### src/rtl/drc_pkg.sv
// Shared types and constants for the duplex ring channel.
// No dependencies; imported by every module of the block.
package drc_pkg;

  localparam int unsigned RING_DEPTH_DEF = 16;
  localparam int unsigned WORD_W         = 32;
  localparam int unsigned CFG_W          = 5;
  localparam int unsigned CAP_RESET_VAL  = 16;

  typedef enum logic [2:0] {
    FN_SEND   = 3'd0,
    FN_RECV   = 3'd1,
    FN_POLL   = 3'd2,
    FN_CLOSE  = 3'd3,
    FN_DROP   = 3'd4,
    FN_REOPEN = 3'd5
  } drc_func_t;

  typedef enum logic [2:0] {
    ST_OK      = 3'd0,
    ST_FULL    = 3'd1,
    ST_EMPTY   = 3'd2,
    ST_CLOSED  = 3'd3,
    ST_DROPPED = 3'd4
  } drc_status_t;

  typedef enum logic [1:0] {
    LS_OPEN    = 2'd0,
    LS_CLOSED  = 2'd1,
    LS_DROPPED = 2'd2
  } drc_link_t;

  typedef struct packed {
    logic [2:0]               func;
    logic                     endpoint;
    logic signed [WORD_W-1:0] send_word;
  } drc_cmd_t;

  typedef struct packed {
    logic [2:0]               status;
    logic signed [WORD_W-1:0] recv_word;
    logic [1:0]               chan_state;
  } drc_rsp_t;

  // per-ring controls from the decode stage
  typedef struct packed {
    logic push;
    logic pop;
    logic clear;
  } drc_ring_ctl_t;

  typedef struct packed {
    logic full;
    logic empty;
  } drc_ring_sts_t;

endpackage

### src/rtl/drc_ring.sv
// One direction of the channel: word store, wrapping pointers, fill count.
// Depends on drc_pkg.
module drc_ring import drc_pkg::*; #(
  parameter int unsigned RING_DEPTH = RING_DEPTH_DEF
) (
  input  logic                                clk,
  input  logic                                rst,
  input  drc_ring_ctl_t                       ctl,
  input  logic [$clog2(RING_DEPTH+1)-1:0]     cap,
  input  logic [WORD_W-1:0]                   wdata,
  output drc_ring_sts_t                       sts,
  output logic [WORD_W-1:0]                   rdata
);

  localparam int unsigned CAP_W = $clog2(RING_DEPTH + 1);
  localparam int unsigned PTR_W = (RING_DEPTH > 1) ? $clog2(RING_DEPTH) : 1;

  logic [WORD_W-1:0] mem [RING_DEPTH];
  logic [PTR_W-1:0]  rd_ptr;
  logic [PTR_W-1:0]  wr_ptr;
  logic [CAP_W-1:0]  count;

  // advance with wrap at the latched capacity
  function automatic logic [PTR_W-1:0] bump(input logic [PTR_W-1:0] p,
                                            input logic [CAP_W-1:0] c);
    logic [CAP_W-1:0] n;
    n = CAP_W'(p) + CAP_W'(1);
    return (n >= c) ? '0 : PTR_W'(n);
  endfunction

  always_ff @(posedge clk) begin
    if (ctl.push) begin
      mem[wr_ptr] <= wdata;
    end
    rdata <= mem[rd_ptr];
  end

  always_ff @(posedge clk) begin
    if (rst || ctl.clear) begin
      rd_ptr <= '0;
      wr_ptr <= '0;
      count  <= '0;
    end else if (ctl.push) begin
      wr_ptr <= bump(wr_ptr, cap);
      count  <= count + CAP_W'(1);
    end else if (ctl.pop) begin
      rd_ptr <= bump(rd_ptr, cap);
      count  <= count - CAP_W'(1);
    end
  end

  assign sts.full  = (count >= cap);
  assign sts.empty = (count == '0);

endmodule

### src/rtl/duplex_ring_channel_unit.sv
// Top level of the duplex ring channel: request register, decode, link state,
// result register. Depends on drc_pkg and drc_ring.
//
//  channel   | handshake              | payload    | direction
//  ----------+------------------------+------------+----------
//  request   | start & !busy          | cmd        | in
//  result    | done (one cycle)       | rsp        | out
//  config    | cfg_we                 | cfg_wdata  | in
//
// A request is taken every cycle while busy is low; its result shows for one
// cycle on done. The result passes through the request register and the result
// register (ring read data lands with the result). busy is high only in reset.
// Reset is synchronous: link open, rings empty, capacity min(16, RING_DEPTH).
// The receiver cannot stall; no backpressure exists anywhere.
module duplex_ring_channel_unit import drc_pkg::*; #(
  parameter int unsigned RING_DEPTH = RING_DEPTH_DEF
) (
  input  logic             clk,
  input  logic             rst,
  input  logic             start,
  input  drc_cmd_t         cmd,
  output logic             busy,
  output logic             done,
  output drc_rsp_t         rsp,
  input  logic             cfg_we,
  input  logic [CFG_W-1:0] cfg_wdata
);

  localparam int unsigned CAP_W = $clog2(RING_DEPTH + 1);
  localparam int unsigned CMP_W = (CAP_W > CFG_W) ? CAP_W : CFG_W;
  localparam logic [CMP_W-1:0] DEPTH_C = CMP_W'(RING_DEPTH);
  localparam logic [CAP_W-1:0] CAP_RST =
    CAP_W'((RING_DEPTH < CAP_RESET_VAL) ? RING_DEPTH : CAP_RESET_VAL);

  // config register and latched capacity
  logic [CFG_W-1:0] ring_capacity;
  logic [CAP_W-1:0] eff_cap;
  logic [CAP_W-1:0] cap_clamped;
  logic [CMP_W-1:0] cfg_ext;

  // request stage
  logic     req_valid;
  drc_cmd_t req;

  // state and decode
  drc_link_t     link_state;
  drc_link_t     link_next;
  drc_status_t   status_next;
  logic          took_next;
  drc_ring_ctl_t fwd_ctl;
  drc_ring_ctl_t rev_ctl;
  drc_ring_sts_t fwd_sts;
  drc_ring_sts_t rev_sts;
  drc_ring_sts_t peer_sts;
  drc_status_t   empty_status;
  logic [WORD_W-1:0] fwd_rdata;
  logic [WORD_W-1:0] rev_rdata;

  // result stage
  drc_status_t status;
  drc_link_t   chan_state;
  logic        took;
  logic        took_ep;

  assign busy = rst;

  always_ff @(posedge clk) begin
    if (rst) begin
      ring_capacity <= CFG_W'(CAP_RESET_VAL);
    end else if (cfg_we) begin
      ring_capacity <= cfg_wdata;
    end
  end

  // 0 reads as 1, anything above the depth as the depth
  assign cfg_ext = CMP_W'(ring_capacity);
  always_comb begin
    if (cfg_ext == '0) begin
      cap_clamped = CAP_W'(1);
    end else if (cfg_ext > DEPTH_C) begin
      cap_clamped = CAP_W'(RING_DEPTH);
    end else begin
      cap_clamped = CAP_W'(cfg_ext);
    end
  end

  always_ff @(posedge clk) begin
    if (rst) begin
      req_valid <= 1'b0;
    end else begin
      req_valid <= start && !busy;
    end
    req <= cmd;
  end

  // receive and poll look at the ring the peer fills
  assign peer_sts = req.endpoint ? fwd_sts : rev_sts;

  always_comb begin
    case (link_state)
      LS_CLOSED:  empty_status = ST_CLOSED;
      LS_DROPPED: empty_status = ST_DROPPED;
      default:    empty_status = ST_EMPTY;
    endcase
  end

  always_comb begin
    fwd_ctl     = '0;
    rev_ctl     = '0;
    status_next = ST_OK;
    took_next   = 1'b0;
    link_next   = link_state;
    if (req_valid) begin
      case (req.func)
        FN_SEND: begin
          if (link_state == LS_CLOSED) begin
            status_next = ST_CLOSED;
          end else if (link_state == LS_DROPPED) begin
            status_next = ST_DROPPED;
          end else if (req.endpoint) begin
            if (rev_sts.full) status_next = ST_FULL;
            else              rev_ctl.push = 1'b1;
          end else begin
            if (fwd_sts.full) status_next = ST_FULL;
            else              fwd_ctl.push = 1'b1;
          end
        end
        FN_RECV, FN_POLL: begin
          if (peer_sts.empty) begin
            status_next = empty_status;
          end else if (req.func == FN_RECV) begin
            took_next = 1'b1;
            if (req.endpoint) fwd_ctl.pop = 1'b1;
            else              rev_ctl.pop = 1'b1;
          end
        end
        FN_CLOSE: begin
          if (link_state == LS_OPEN) link_next = LS_CLOSED;
        end
        FN_DROP: begin
          link_next = LS_DROPPED;
        end
        FN_REOPEN: begin
          fwd_ctl.clear = 1'b1;
          rev_ctl.clear = 1'b1;
          link_next     = LS_OPEN;
        end
        default: begin
          // unused codes: no operation, status ok
        end
      endcase
    end
  end

  always_ff @(posedge clk) begin
    if (rst) begin
      link_state <= LS_OPEN;
      eff_cap    <= CAP_RST;
      done       <= 1'b0;
      took       <= 1'b0;
    end else begin
      link_state <= link_next;
      if (req_valid && req.func == FN_REOPEN) begin
        eff_cap <= cap_clamped;
      end
      done <= req_valid;
      took <= took_next;
    end
    status     <= status_next;
    chan_state <= link_next;
    took_ep    <= req.endpoint;
  end

  drc_ring #(.RING_DEPTH(RING_DEPTH)) u_fwd (
    .clk   (clk),
    .rst   (rst),
    .ctl   (fwd_ctl),
    .cap   (eff_cap),
    .wdata (req.send_word),
    .sts   (fwd_sts),
    .rdata (fwd_rdata)
  );

  drc_ring #(.RING_DEPTH(RING_DEPTH)) u_rev (
    .clk   (clk),
    .rst   (rst),
    .ctl   (rev_ctl),
    .cap   (eff_cap),
    .wdata (req.send_word),
    .sts   (rev_sts),
    .rdata (rev_rdata)
  );

  // ring read data is registered alongside the result
  assign rsp.status     = status;
  assign rsp.chan_state = chan_state;
  assign rsp.recv_word  = took ? (took_ep ? fwd_rdata : rev_rdata) : '0;

endmodule

### config.mk
export PLATFORM = sky130hd
export DESIGN_NAME = duplex_ring_channel_unit
export DESIGN_NICKNAME = d
export VERILOG_FILES = /design/src/rtl/drc_pkg.sv /design/src/rtl/drc_ring.sv /design/src/rtl/duplex_ring_channel_unit.sv
export SDC_FILE = /design/constraint.sdc
export NUM_CORES = 1
export LEC_CHECK = 0
export CORE_ASPECT_RATIO = 0.6
export CORE_MARGIN = 1.5
export CORE_UTILIZATION = 35
export DETAILED_ROUTE_END_ITERATION = 7
export DONT_BUFFER_PORTS = 1
export PLACE_DENSITY_LB_ADDON = 0.2
export SLEW_MARGIN = 0
export SYNTH_ARGS = -nofsm -noshare
export SYNTH_HDL_FRONTEND = slang
export SYNTH_SLANG_ARGS = --single-unit
### constraint.sdc
create_clock -name clk -period 5.6 [get_ports clk]
set_input_delay 1.12 -clock clk [delete_from_list [all_inputs] [get_ports clk]]
set_output_delay 1.12 -clock clk [all_outputs]
set_load 0.02 [all_outputs]
After elaboration in Yosys (flattened, before gate mapping)
Memory sizes are Yosys's and may differ from the RTL's. A register that Yosys moved wholly into a read port is not among the register bits. Cells that the tools add are included.

Register bits: 83. Latch bits: 0. Memory bits (writable): 1024. ROM bits: 0. Input bits: 45. Output and inout bits: 39. Word-level logic and storage cells: 112. Memories: 2.

$add $sub $neg: 8. Multiply operators: 0. Div/mod/pow operators: 0. $lt $le $gt $ge: 7. Eq/ne operators: 7. Shifts and indexed selects: 0. Mux-type cells: 50. Bitwise logic cells: 4. Reductions and logical operators: 16.

Memories: u_fwd.mem (words 16, bits a word 32, rd ports 1, clocked after Yosys merged registers in 1, wr ports 1, RTL line drc_ring.sv:18) `logic [WORD_W-1:0] mem [RING_DEPTH];`; u_rev.mem (words 16, bits a word 32, rd ports 1, clocked after Yosys merged registers in 1, wr ports 1, RTL line drc_ring.sv:18).

Operators with widths (number): $mux W32 (2); $ge A5 B5 Y1 (6); $mux W5 (6); $mux W1 (27); $add A4 B1 Y5 const B (4); $mux W3 (6); $mux W4 (4); $logic_not A5 Y1 (3); $pmux W3 S2 (2); $add A5 B1 Y5 const B (2); $sub A5 B1 Y5 const B (2); $eq A3 B2 Y1 const B (2); $eq A3 B3 Y1 const B (2); $pmux W2 S3 (1); $gt A5 B5 Y1 const B (1); $mux W2 (2); $not A1 Y1 (4); $reduce_and A2 Y1 (2); $reduce_bool A2 Y1 (2); $reduce_or A4 Y1 (1); $eq A3 B1 Y1 const B (1); $logic_not A3 Y1 (1); $eq A2 B1 Y1 const B (1); $eq A2 B2 Y1 const B (1); other kinds (5) (7).

Longest topological paths before layout
Gate-level depths: netlist of run 1.

Depth in word-level cells: 9. Depth in mapped cells: 14. Gate-level depth less buffers: 13.

Hierarchy
Synthesis of run 1 repeated with hierarchy kept, for this count alone.

Cells, all modules: 2123. Area total of the unflattened synthesis: 44412.6 um^2.

By module, submodules not included: drc_ring (instances 2, cells an instance 961, area each 21130.3 um^2, sequential area each 16275.6 um^2); duplex_ring_channel_unit (instances 1, cells an instance 201, area each 2152.1 um^2, sequential area each 1141.1 um^2).

Worst setup path after synthesis of run 1
Ideal clock, no wire load.

Path type: reg2reg. Start point: register u_fwd.count[0]. End point: memory u_fwd.mem[3][0], enable pin. Library setup time: 461 ps. Data arrival time: 3828 ps. Required time: 5139 ps. Setup slack: 1311 ps. Stages on the path, launching flop included: 8. Buffers on the path: 0. Period minus slack after synthesis: 4289 ps. Cell sequence: dfxtp_1 inv_1 ha_1 nand2b_1 a31oi_1 o21a_1 nand3_1 nor3_1.

Cells in the longest elaborated chain, start to end: 9.

RTL lines: start, declared (RTL line drc_ring.sv:21) `logic [CAP_W-1:0] count;`; start signal, assigned (RTL line drc_ring.sv:45) `count <= count + CAP_W'(1);`; start signal, assigned (RTL line drc_ring.sv:48) `count <= count - CAP_W'(1);`; $ge A5 B5 Y1 (RTL line drc_ring.sv:52) `assign sts.full = (count >= cap);`; $mux W1 (RTL line duplex_ring_channel_unit.sv:124) `if (fwd_sts.full) status_next = ST_FULL;`; $mux W1 (RTL line duplex_ring_channel_unit.sv:120) `end else if (req.endpoint) begin`; $mux W1 (RTL line duplex_ring_channel_unit.sv:118) `end else if (link_state == LS_DROPPED) begin`; $mux W1 (RTL line duplex_ring_channel_unit.sv:116) `if (link_state == LS_CLOSED) begin`; $mux W1 (RTL line duplex_ring_channel_unit.sv:114) `case (req.func)`; $mux W3 (RTL line duplex_ring_channel_unit.sv:113) `if (req_valid) begin`; $mux W1 (RTL line drc_ring.sv:32) `if (ctl.push) begin`; $mux W1 (not written as such) (RTL line drc_ring.sv:33) `mem[wr_ptr] <= wdata;`; end, declared (RTL line drc_ring.sv:18).

No other way between the ends.

Final worst setup path of run 1
Start point: register req[33] in the netlist's numbering. End point: register u_rev.count[4].

Cells in the longest elaborated chain, start to end: 6.

RTL lines: start, declared (RTL line duplex_ring_channel_unit.sv:43) `drc_cmd_t req;`; start signal, assigned (RTL line duplex_ring_channel_unit.sv:93) `req <= cmd;`; $eq A3 B1 Y1 (RTL line duplex_ring_channel_unit.sv:114, duplex_ring_channel_unit.sv:131); $mux W1 (RTL line duplex_ring_channel_unit.sv:131) `end else if (req.func == FN_RECV) begin`; $mux W1 (RTL line duplex_ring_channel_unit.sv:129) `if (peer_sts.empty) begin`; $mux W1 (RTL line duplex_ring_channel_unit.sv:114); $mux W3 (*) (RTL line duplex_ring_channel_unit.sv:113); $reduce_bool A2 Y1 (no source line); end signal, assigned (RTL line drc_ring.sv:45); end signal, assigned (RTL line drc_ring.sv:48); end, declared (RTL line drc_ring.sv:21).

Every way passes the cells marked *; elsewhere a longest branch is shown, timed or not. A chain may end at the register's enable or synchronous reset.

==> flow_summary.json, run 1 <==
{
  "outcome": "complete, no violations",
  "avgViaCountPerCell": 5.29,
  "root_buffer": "clkbuf_16",
  "synth_fp_nets": 2078,
  "synth_area_leaders": "edfxtp_1, mux4_2, dfxtp_1",
  "floorplan.initialDensity_pct": 35.5,
  "cts_num_sinks": 1171,
  "hpwlAfterDp_mm": 62.9,
  "cp_data_required_time_ns": 6.26,
  "design_area_mm2": 0.0501,
  "initialDrtViolationCount": 2337,
  "drt_wl_total_mm": 108,
  "min_to": "req[26]$_DFF_P_",
  "rows": 100,
  "p_per_area_mw_per_mm2": 351,
  "critPathMaxFanout": 12,
  "cts_tree": "built",
  "muxShareOfSynthArea_pct": 17.3,
  "critPathLaunchType": "flip-flop",
  "ys_seq_elements": 1171,
  "cts_resized": 0,
  "worstSetupPathType": "flip-flop to flip-flop",
  "drt_first_pass_iters": 6,
  "io_pins": 84,
  "yosysTopAreaCellShare_pct": 69.4,
  "wl_per_cell_um": 28.1,
  "setup_tns_ns": 0,
  "syn2layout_area_growth_pct": 13.2,
  "h-tree-depth": 3,
  "synth_compound_gate_area_share_pct": 1.10,
  "grt_pass1_wl_mm": 154,
  "placed_area_mm2": 0.0464,
  "yosysUniqueCellTypes": 52,
  "grt.total_usage_pct": 16.9,
  "antenna_left": 0,
  "grt_pass1_vias": 20492,
  "reg2reg_from": "req[33]$_DFF_P_",
  "clk_pin_slew_ns": 0.07,
  "worstSkewPairLatency_ns": 0.73,
  "place.gp.congestion": 0.817,
  "post_cts_buffers": 0,
  "r2r-end": "u_rev.count[4]$_SDFFE_PP0P_",
  "leakagePower_nw": 15.5,
  "synth.avg_cell_area_um2": 22.3,
  "critPathArrivalTime_ns": 4.37,
  "final.min_clock_period_ns": 3.72,
  "synth_top_family_by_area": "multiplexers",
  "synthAdderAreaFrac_pct": 1.42,
  "hold_class": "primary input to flip-flop",
  "cts_hold_buf": 0,
  "period_share_pct": 66.3,
  "synth_edf_count": 1024,
  "worstSetupEndpointType": "flip-flop",
  "drc": 0,
  "io_buffer_count": 0,
  "fin_ws_ns": 1.88,
  "finClkSkew_ns": 0.0281,
  "die-height_um": 279,
  "worstMarginPinSlew_ns": 1.38,
  "die_area_mm2": 0.129,
  "synth-xor-area-share_pct": 0.277,
  "synth_top_area_cell": "edfxtp_1",
  "yosysSeqAreaShare_pct": 76.1,
  "yosys_warnings": 0,
  "r2r_slack_ns": 1.88,
  "hold_viol_final": 0,
  "rsz0062_at_grt": "false",
  "peakVddDrop_mv": 0.317,
  "drive_above_1_share_pct": 27.6,
  "cts_made_buffers": 107,
  "vias": 20252,
  "setup_viol": 0,
  "antenna_found_initial": 10,
  "yosys.area_share.simple_pct": 2.44,
  "synthFlopType": "edfxtp_1",
  "core_area_mm2": 0.125,
  "hold_depth": 0,
  "mostFrequentLayoutCells": "edfxtp_1, mux4_2, dfxtp_1, clkbuf_16, buf_4",
  "pre_cts_ws_ns": 2.00,
  "min-delay-start": "cmd[26]",
  "nFillCells": 10842,
  "clock_path_buffers": 3,
  "grt_max_degree": 92,
  "syn-cell-area_mm2": 0.0443,
  "overflow": 0,
  "drv_cap": 0,
  "async_reset_ff_share_pct": 0,
  "worstRegToRegCells": 10,
  "fmax_mhz": 269,
  "synthCells": 1985,
  "final_net_count": 2141,
  "die_width_um": 462,
  "slew-limit-headroom_pct": 8.07,
  "final_common_cell": "edfxtp_1",
  "drv_slew": 0
}
==> synth_stat cells (2+ instances only) <==
cell / number
a211oi_1: 4
or3_1: 2
a21oi_1: 24
o21ai_0: 13
o21a_1: 3
xnor2_1: 8
and4_1: 5
nand2b_1: 5
nor3_1: 7
and3_1: 20
a22oi_1: 2
xor2_1: 6
a31oi_1: 8
buf_6: 20
inv_1: 14
nor3_2: 3
mux4_2: 320
nor2b_1: 49
nand4_1: 6
buf_2: 16
mux2i_1: 46
ha_1: 46
nand2_1: 46
edfxtp_1: 1024
nor4b_1: 2
dfxtp_1: 147
clkbuf_1: 42
o22ai_1: 2
o21ai_1: 3
a21o_1: 11
nand3b_1: 5
nor2_1: 25
fa_1: 2
buf_1: 19
nand3_1: 12
nand4b_1: 2
==> kinds of logic after synthesis <==
kind of cell    after synthesis
compound gates               77
xor+xnor                     14
fa+ha+maj                    49
buf+inv                     113
flops                      1171
mux                         366
simple gates                195
==> power breakdown <==
group	switching, W	leakage, nW	internal (W)	total [W]
combinational	0.000159	3.29	0.0000635	0.000222
clock	0.00335	1.82	0.00446	0.00781
sequential	0.0000662	10.4	0.00950	0.00956
total	0.00357	15.5	0.0140	0.0176
==> worst max path at each step <==
stage	from	end	slack [ns]	cells past startpoint
6_report	req[33]$_DFF_P_	u_rev.count[4]$_SDFFE_PP0P_	1.88	10
5_1_grt	req[33]$_DFF_P_	u_fwd.count[4]$_SDFFE_PP0P_	1.56	10
4_1_cts	took_ep$_DFF_P_	rsp[20]	1.80	2
3_5_place_dp	u_fwd.count[0]$_SDFFE_PP0P_	u_fwd.count[4]$_SDFFE_PP0P_	2.00	13
3_3_place_gp	u_fwd.count[0]$_SDFFE_PP0P_	u_fwd.count[4]$_SDFFE_PP0P_	1.94	13
2_1_floorplan	u_fwd.count[0]$_SDFFE_PP0P_	u_fwd.mem[3][0]$_DFFE_PP_	1.31	7
==> metal layers <==
metal | vias up | global-route usage [%] | share of wire (%)
met5 | - | 0 | 0
met4 | 0 | 4.25 | 2.2
met3 | 150 | 3.77 | 7.1
met2 | 668 | 23.1 | 42
met1 | 11027 | 26.8 | 49
li1 | 8407 | - | -
==> critical path, cell delays in order, from the launching register on <==
cell and delay, ns:
dfxtp_1 0.40, nor4b_1 0.55, nand2_1 0.45, nor2_1 0.63, inv_1 0.24, fa_1 0.50
a21o_1 0.20, a21oi_1 0.20, nor2_1 0.06, a22oi_1 0.20, mux2i_1 0.20
==> per-stage QoR <==
step | std cells | hold WS (ns) | power (W) | util, %
global placement | 3622 | 0.484 | 0.00997 | 37.2
floorplan | 1985 | 0.412 | 0.00985 | -
CTS | 3824 | 0.329 | 0.0178 | 40.2
global route | 3828 | 0.361 | 0.0181 | 40.2
detailed placement | 3622 | 0.470 | 0.00998 | 37.2
finish | 3830 | 0.411 | 0.0176 | 40.2
==> sequential cells by signal, indices dropped and copies added (netlist names) <==
| register | count |
|---|---|
| cfg_ext | 5 |
| chan_state | 2 |
| done | 1 |
| eff_cap | 5 |
| link_state | 2 |
| req | 36 |
| req_valid | 1 |
| status | 3 |
| took | 1 |
| took_ep | 1 |
| u_fwd.count | 5 |
| u_fwd.mem | 512 |
| u_fwd.rd_ptr | 4 |
| u_fwd.rdata | 32 |
| u_fwd.wr_ptr | 4 |
| u_rev.count | 5 |
| u_rev.mem | 512 |
| u_rev.rd_ptr | 4 |
| u_rev.rdata | 32 |
| u_rev.wr_ptr | 4 |
==> cell type report <==
type                    instances  area (um^2)  share of cell area, %
inverters                      15         56.3                  0.112
clock inverters                74          918                   1.83
repair buffers                 52          415                  0.828
multi-input cells             701        10100                   20.1
flip-flops and latches       1171        33700                   67.3
well taps                    1683         2110                   4.20
diodes                          6         15.0                 0.0299
clock buffers                 128         2830                   5.64
(Power assumes the default switching activity.)
==> run 2: changes to the inputs <==
==> constraint.sdc (replaced) <==
create_clock -name clk -period 3.4 [get_ports clk]
set_input_delay 0.68 -clock clk [delete_from_list [all_inputs] [get_ports clk]]
set_output_delay 0.68 -clock clk [all_outputs]
set_load 0.02 [all_outputs]
==> run 2 against run 1 <==
  * Hold slack lost 0.32 ns
  * Core utilization grew 0.84 points
  * Largest cell class unchanged
  * Wire length grew 2.1%
  * Sequential cell count is the same
  * Final area grew 2.1%
  * Cell count grew 1.8%
  * Sequential power grew 66%
  * Largest power group unchanged
  * Global-route usage grew 0.39 points
  * First-iteration DRC count shrank 22%
==> flow_summary.json, run 2 (synthesis results as in run 1) <==
{
  "drv_slew": 0,
  "finClkSkew_ns": 0.0297,
  "post_cts_buffers": 0,
  "slew-limit-headroom_pct": 9.16,
  "reg2reg_from": "eff_cap[0]$_SDFFE_PP0P_",
  "worstRegToRegCells": 12,
  "p_per_area_mw_per_mm2": 562,
  "leakagePower_nw": 16.0,
  "vias": 20423,
  "hold_viol_final": 0,
  "setup_viol": 0,
  "rows": 100,
  "antenna_found_initial": 2,
  "io_pins": 84,
  "drv_cap": 0,
  "nFillCells": 10814,
  "r2r-end": "u_rev.count[4]$_SDFFE_PP0P_",
  "critPathMaxFanout": 22,
  "placedCellCount": 3657,
  "hold_depth": 1,
  "critPathLaunchType": "flip-flop",
  "min-delay-start": "rst",
  "mostFrequentLayoutCells": "edfxtp_1, mux4_2, dfxtp_1, clkbuf_16, buf_4",
  "holdWs_ns": 0.0949,
  "hold_class": "primary input to flip-flop",
  "syn2layout_area_growth_pct": 15.6,
  "drt_wl_total_mm": 110,
  "outcome": "complete, no violations",
  "die-height_um": 279,
  "final_common_cell": "edfxtp_1",
  "die_area_mm2": 0.129,
  "cts_made_buffers": 107,
  "cts_num_sinks": 1171,
  "clk_pin_slew_ns": 0.07,
  "final.min_clock_period_ns": 3.23,
  "min_to": "cfg_ext[4]$_SDFFE_PP1P_",
  "floorplan.initialDensity_pct": 35.5,
  "largestRegisters": "u_fwd.mem: 512 flops, u_rev.mem: 512 flops, req: 36 flops",
  "cts_tree": "built",
  "layoutNonFillerInstCount": 3898,
  "hpwlAfterDp_mm": 62.5,
  "io_buffer_count": 0,
  "peakVddDrop_mv": 0.371,
  "initialDrtViolationCount": 1830,
  "wl_per_cell_um": 28.2,
  "final_net_count": 2213,
  "timing.critical_path.from": "took_ep$_DFF_P_",
  "fin_ws_ns": 0.168,
  "fmax_mhz": 309,
  "path_cells": "buf_12 > mux2i_1 > nor2b_1",
  "grt_pass1_wl_mm": 158,
  "r2r_slack_ns": 0.35,
  "worstSetupEndpointType": "output pin",
  "place.gp.congestion": 0.773,
  "period_share_pct": 95.1,
  "cp_slowest_cell": "dfxtp_2",
  "drc": 0,
  "critPathArrivalTime_ns": 2.55,
  "worstMarginPinSlew_ns": 1.36,
  "cp_data_required_time_ns": 2.72,
  "finalPower_w": 0.0288,
  "pre_cts_ws_ns": 0.303,
  "worstSkewPairLatency_ns": 0.71,
  "worstSetupPathType": "flip-flop to output pin",
  "clock_path_buffers": 3,
  "avgViaCountPerCell": 5.24,
  "root_buffer": "clkbuf_16",
  "h-tree-depth": 3,
  "rsz0062_at_grt": "false",
  "antenna_left": 0,
  "cp_num_buf_inv": 1,
  "core_area_mm2": 0.125,
  "drt_first_pass_iters": 8,
  "slowest_delay_ns": 0.66,
  "grt.total_usage_pct": 17.3,
  "die_width_um": 462,
  "cp_top_family": "flip-flops",
  "grt_pass1_vias": 20973,
  "overflow": 0,
  "drive_above_1_share_pct": 28.3,
  "grt_max_degree": 95
}
run 2: changes by cell type in the layout (fill, tap and decap cells not counted), moves of 3 or more:
cell,delta
clkbuf_1,+9
nor3_2,-3
clkbuf_8,+17
clkinv_1,-11
inv_6,+3
nor3_4,+3
clkinv_2,-4
dlygate4sd3_1,+37
bufinv_16,-5
buf_12,+36
diode_2,-4
clkinv_4,-4
run 2: layout make-up:
cell class              instances  area, um^2  area share [%]
flip-flops and latches       1171       33700            65.9
multi-input cells             701       10100            19.7
clock buffers                 154        3090            6.05
well taps                    1683        2110            4.11
repair buffers                124        1500            2.93
clock inverters                48         603            1.18
inverters                      15        56.3           0.110
diodes                          2        5.00         0.00978
run 2: worst max-delay path by stage:
stage	end	depth (start not counted)
final	rsp[23]	3
after global routing	u_rev.count[4]$_SDFFE_PP0P_	12
after CTS	rsp[23]	3
after detailed placement	u_rev.count[4]$_SDFFE_PP0P_	13
after global placement	u_fwd.count[4]$_SDFFE_PP0P_	13
after floorplan	u_fwd.mem[7][0]$_DFFE_PP_	7
run 2: stage by stage:
| step | TNS (ns) | util (%) | instance area, um^2 |
|---|---|---|---|
| 5_1_grt | 0 | 41.0 | 51200 |
| 4_1_cts | 0 | 41.0 | 51200 |
| 3_3_place_gp | 0 | 37.8 | 47100 |
| 6_report | 0 | 41.0 | 51200 |
| 3_5_place_dp | 0 | 37.8 | 47100 |
| 2_1_floorplan | -8.46 | - | 44300 |
run 2: what timing repair did:
| item | in CTS | in global routing |
|---|---|---|
| gates resized for setup | 0 | 2 |
| hold endpoints to repair | 45 | 0 |
| endpoints found under the setup margin | 0 | 2 |
| hold buffers | 37 | 0 |
run 2: report_power, final:
| group | switching (W) | internal (W) |
|---|---|---|
| Clock | 0.00531 | 0.00732 |
| Sequential | 0.000204 | 0.0157 |
| Combinational | 0.000146 | 0.000126 |
| Total | 0.00566 | 0.0231 |
run 2: layer usage:
metal / part of all wire [%] / routed length (um) / track usage, %
met1: 50 / 54700 / 27.4
met2: 43 / 47600 / 24.8
met3: 5.2 / 5680 / 2.77
met4: 1.7 / 1890 / 3.74
met5: 0 / 0 / 0
==> run 3: changes to the inputs <==
--- a/config.mk
+++ b/config.mk
@@ -5,12 +5,10 @@
 export SDC_FILE = /design/constraint.sdc
 export NUM_CORES = 1
 export LEC_CHECK = 0
-export CORE_ASPECT_RATIO = 0.6
 export CORE_MARGIN = 1.5
 export CORE_UTILIZATION = 35
 export DETAILED_ROUTE_END_ITERATION = 7
 export DONT_BUFFER_PORTS = 1
-export PLACE_DENSITY_LB_ADDON = 0.2
 export SLEW_MARGIN = 0
 export SYNTH_ARGS = -nofsm -noshare
 export SYNTH_HDL_FRONTEND = slang
==> run 3 against run 2 <==
  * Hold slack lost 0.033 ns
  * Global-route usage shrank 1.7 points
  * Total power grew 0.39%
  * Sequential cell count is the same
  * Cell count shrank 1.0%
  * Clock power is essentially flat
  * Largest power group unchanged
==> flow_summary.json, run 3 (synthesis results as in run 1) <==
{
  "place.gp.congestion": 0.777,
  "drc": 0,
  "h-tree-depth": 3,
  "grt_pass1_wl_mm": 146,
  "grt_pass1_vias": 21080,
  "period_share_pct": 92.4,
  "clock_path_buffers": 3,
  "syn2layout_area_growth_pct": 15.3,
  "final.min_clock_period_ns": 3.14,
  "largestRegisters": "u_fwd.mem: 512 flops, u_rev.mem: 512 flops, req: 36 flops",
  "setup_viol": 0,
  "wl_per_cell_um": 25.7,
  "vias": 20048,
  "floorplan.initialDensity_pct": 35.3,
  "critPathArrivalTime_ns": 2.46,
  "io_buffer_count": 0,
  "nFillCells": 10871,
  "overflow": 0,
  "die-height_um": 359,
  "rows": 130,
  "leakagePower_nw": 15.9,
  "pre_cts_ws_ns": 0.316,
  "avgViaCountPerCell": 5.20,
  "die_width_um": 359,
  "root_buffer": "clkbuf_16",
  "worstSetupPathType": "flip-flop to output pin",
  "drv_slew": 0,
  "cts_num_sinks": 1171,
  "cp_data_required_time_ns": 2.72,
  "mostFrequentLayoutCells": "edfxtp_1, mux4_2, dfxtp_1, clkbuf_16",
  "grt.total_usage_pct": 15.6,
  "critPathLaunchType": "flip-flop",
  "placed_area_mm2": 0.0469,
  "post_cts_buffers": 0,
  "worstSkewPairLatency_ns": 0.72,
  "final_common_cell": "edfxtp_1",
  "drive_above_1_share_pct": 28.5,
  "finClkSkew_ns": 0.0457,
  "final_net_count": 2200,
  "layoutNonFillerInstCount": 3859,
  "cts_made_buffers": 112,
  "outcome": "complete, no violations",
  "p_per_area_mw_per_mm2": 565,
  "critPathMaxFanout": 10,
  "placedCellCount": 3607,
  "slew-limit-headroom_pct": 16.1,
  "fmax_mhz": 318,
  "drt_first_pass_iters": 5,
  "antenna_left": 0,
  "core_area_mm2": 0.126,
  "worstMarginPinSlew_ns": 1.26,
  "design_area_mm2": 0.0511,
  "initialDrtViolationCount": 1753,
  "antenna_found_initial": 11,
  "io_pins": 84,
  "rsz0062_at_grt": "false",
  "fin_ws_ns": 0.260,
  "drt_wl_total_mm": 99.0,
  "drv_cap": 0,
  "worstSetupEndpointType": "output pin",
  "hold_class": "primary input to flip-flop",
  "hold_viol_final": 0,
  "die_area_mm2": 0.129,
  "cts_tree": "built",
  "clk_pin_slew_ns": 0.06,
  "hpwlAfterDp_mm": 56.4,
  "peakVddDrop_mv": 0.494,
  "grt_max_degree": 72
}
run 3: cell types whose count changed in the layout (fill, tap and decap cells not counted), sizes merged:
cell | before | now
clkinv | 27 | 49
clkbuf | 154 | 141
buf | 87 | 70
inv | 21 | 25
clkinvlp | 2 | 1
dlygate4sd3 | 37 | 36
run 3: timing repair:
| item | CTS | global route |
|---|---|---|
| resized for setup | 0 | 6 |
| setup endpoints to repair | 0 | 2 |
| endpoints found under the hold margin | 36 | 0 |
| hold buffers | 36 | 0 |
run 3: stage by stage:
stage / hold WS [ns] / power, W / setup TNS, ns / utilization [%]
detailed placement: 0.485 / 0.0164 / 0 / 37.3
finish: 0.0622 / 0.0289 / 0 / 40.7
floorplan: 0.412 / 0.0162 / -8.46 / -
global placement: 0.473 / 0.0163 / 0 / 37.3
CTS: 0.00108 / 0.0291 / 0 / 40.7
global route: 0.0188 / 0.0297 / 0 / 40.7
run 3: final timing paths:
path / start / slack [ns] / cells past startpoint / end
worst min-delay path: rst / 0.06 / 1 / eff_cap[0]$_SDFFE_PP0P_
worst max register to register: u_fwd.count[0]$_SDFFE_PP0P_ / 0.34 / 13 / u_fwd.count[4]$_SDFFE_PP0P_
worst max-delay path: took_ep$_DFF_P_ / 0.26 / 3 / rsp[8]
worst min register to register: req[32]$_DFF_P_ / 0.50 / 0 / took_ep$_DFF_P_
run 3: metal layers:
metal  vias up  share of wire (%)  GRT usage (%)  routed length, um
li1       8526                  -              -                  -
met1     10843                 43           21.2              42200
met2       535                 50           26.0              49700
met3       142                5.2           2.26               5110
met4         2                2.0           4.40               2000
met5         -              0.013              0                 13
run 3: worst max-delay path: stages, from the launching register on:
cell and delay (ns):
dfxtp_2 0.72, buf_4 0.36, mux2i_1 0.47, nor2b_1 0.22
run 3: layout make-up:
class                   instances  area, um^2  area share, %
diodes                          2        5.00        0.00980
clock buffers                 141        3020           5.92
clock inverters                73         806           1.58
inverters                      15        56.3          0.110
multi-input cells             701       10100           19.8
flip-flops and latches       1171       33700           66.0
well taps                    1650        2060           4.04
repair buffers                106        1290           2.52
run 3: power breakdown:
part | switching (W) | internal (W) | total (W)
combinational | 0.000115 | 0.000121 | 0.000236
clock | 0.00541 | 0.00735 | 0.0128
sequential | 0.000210 | 0.0157 | 0.0159
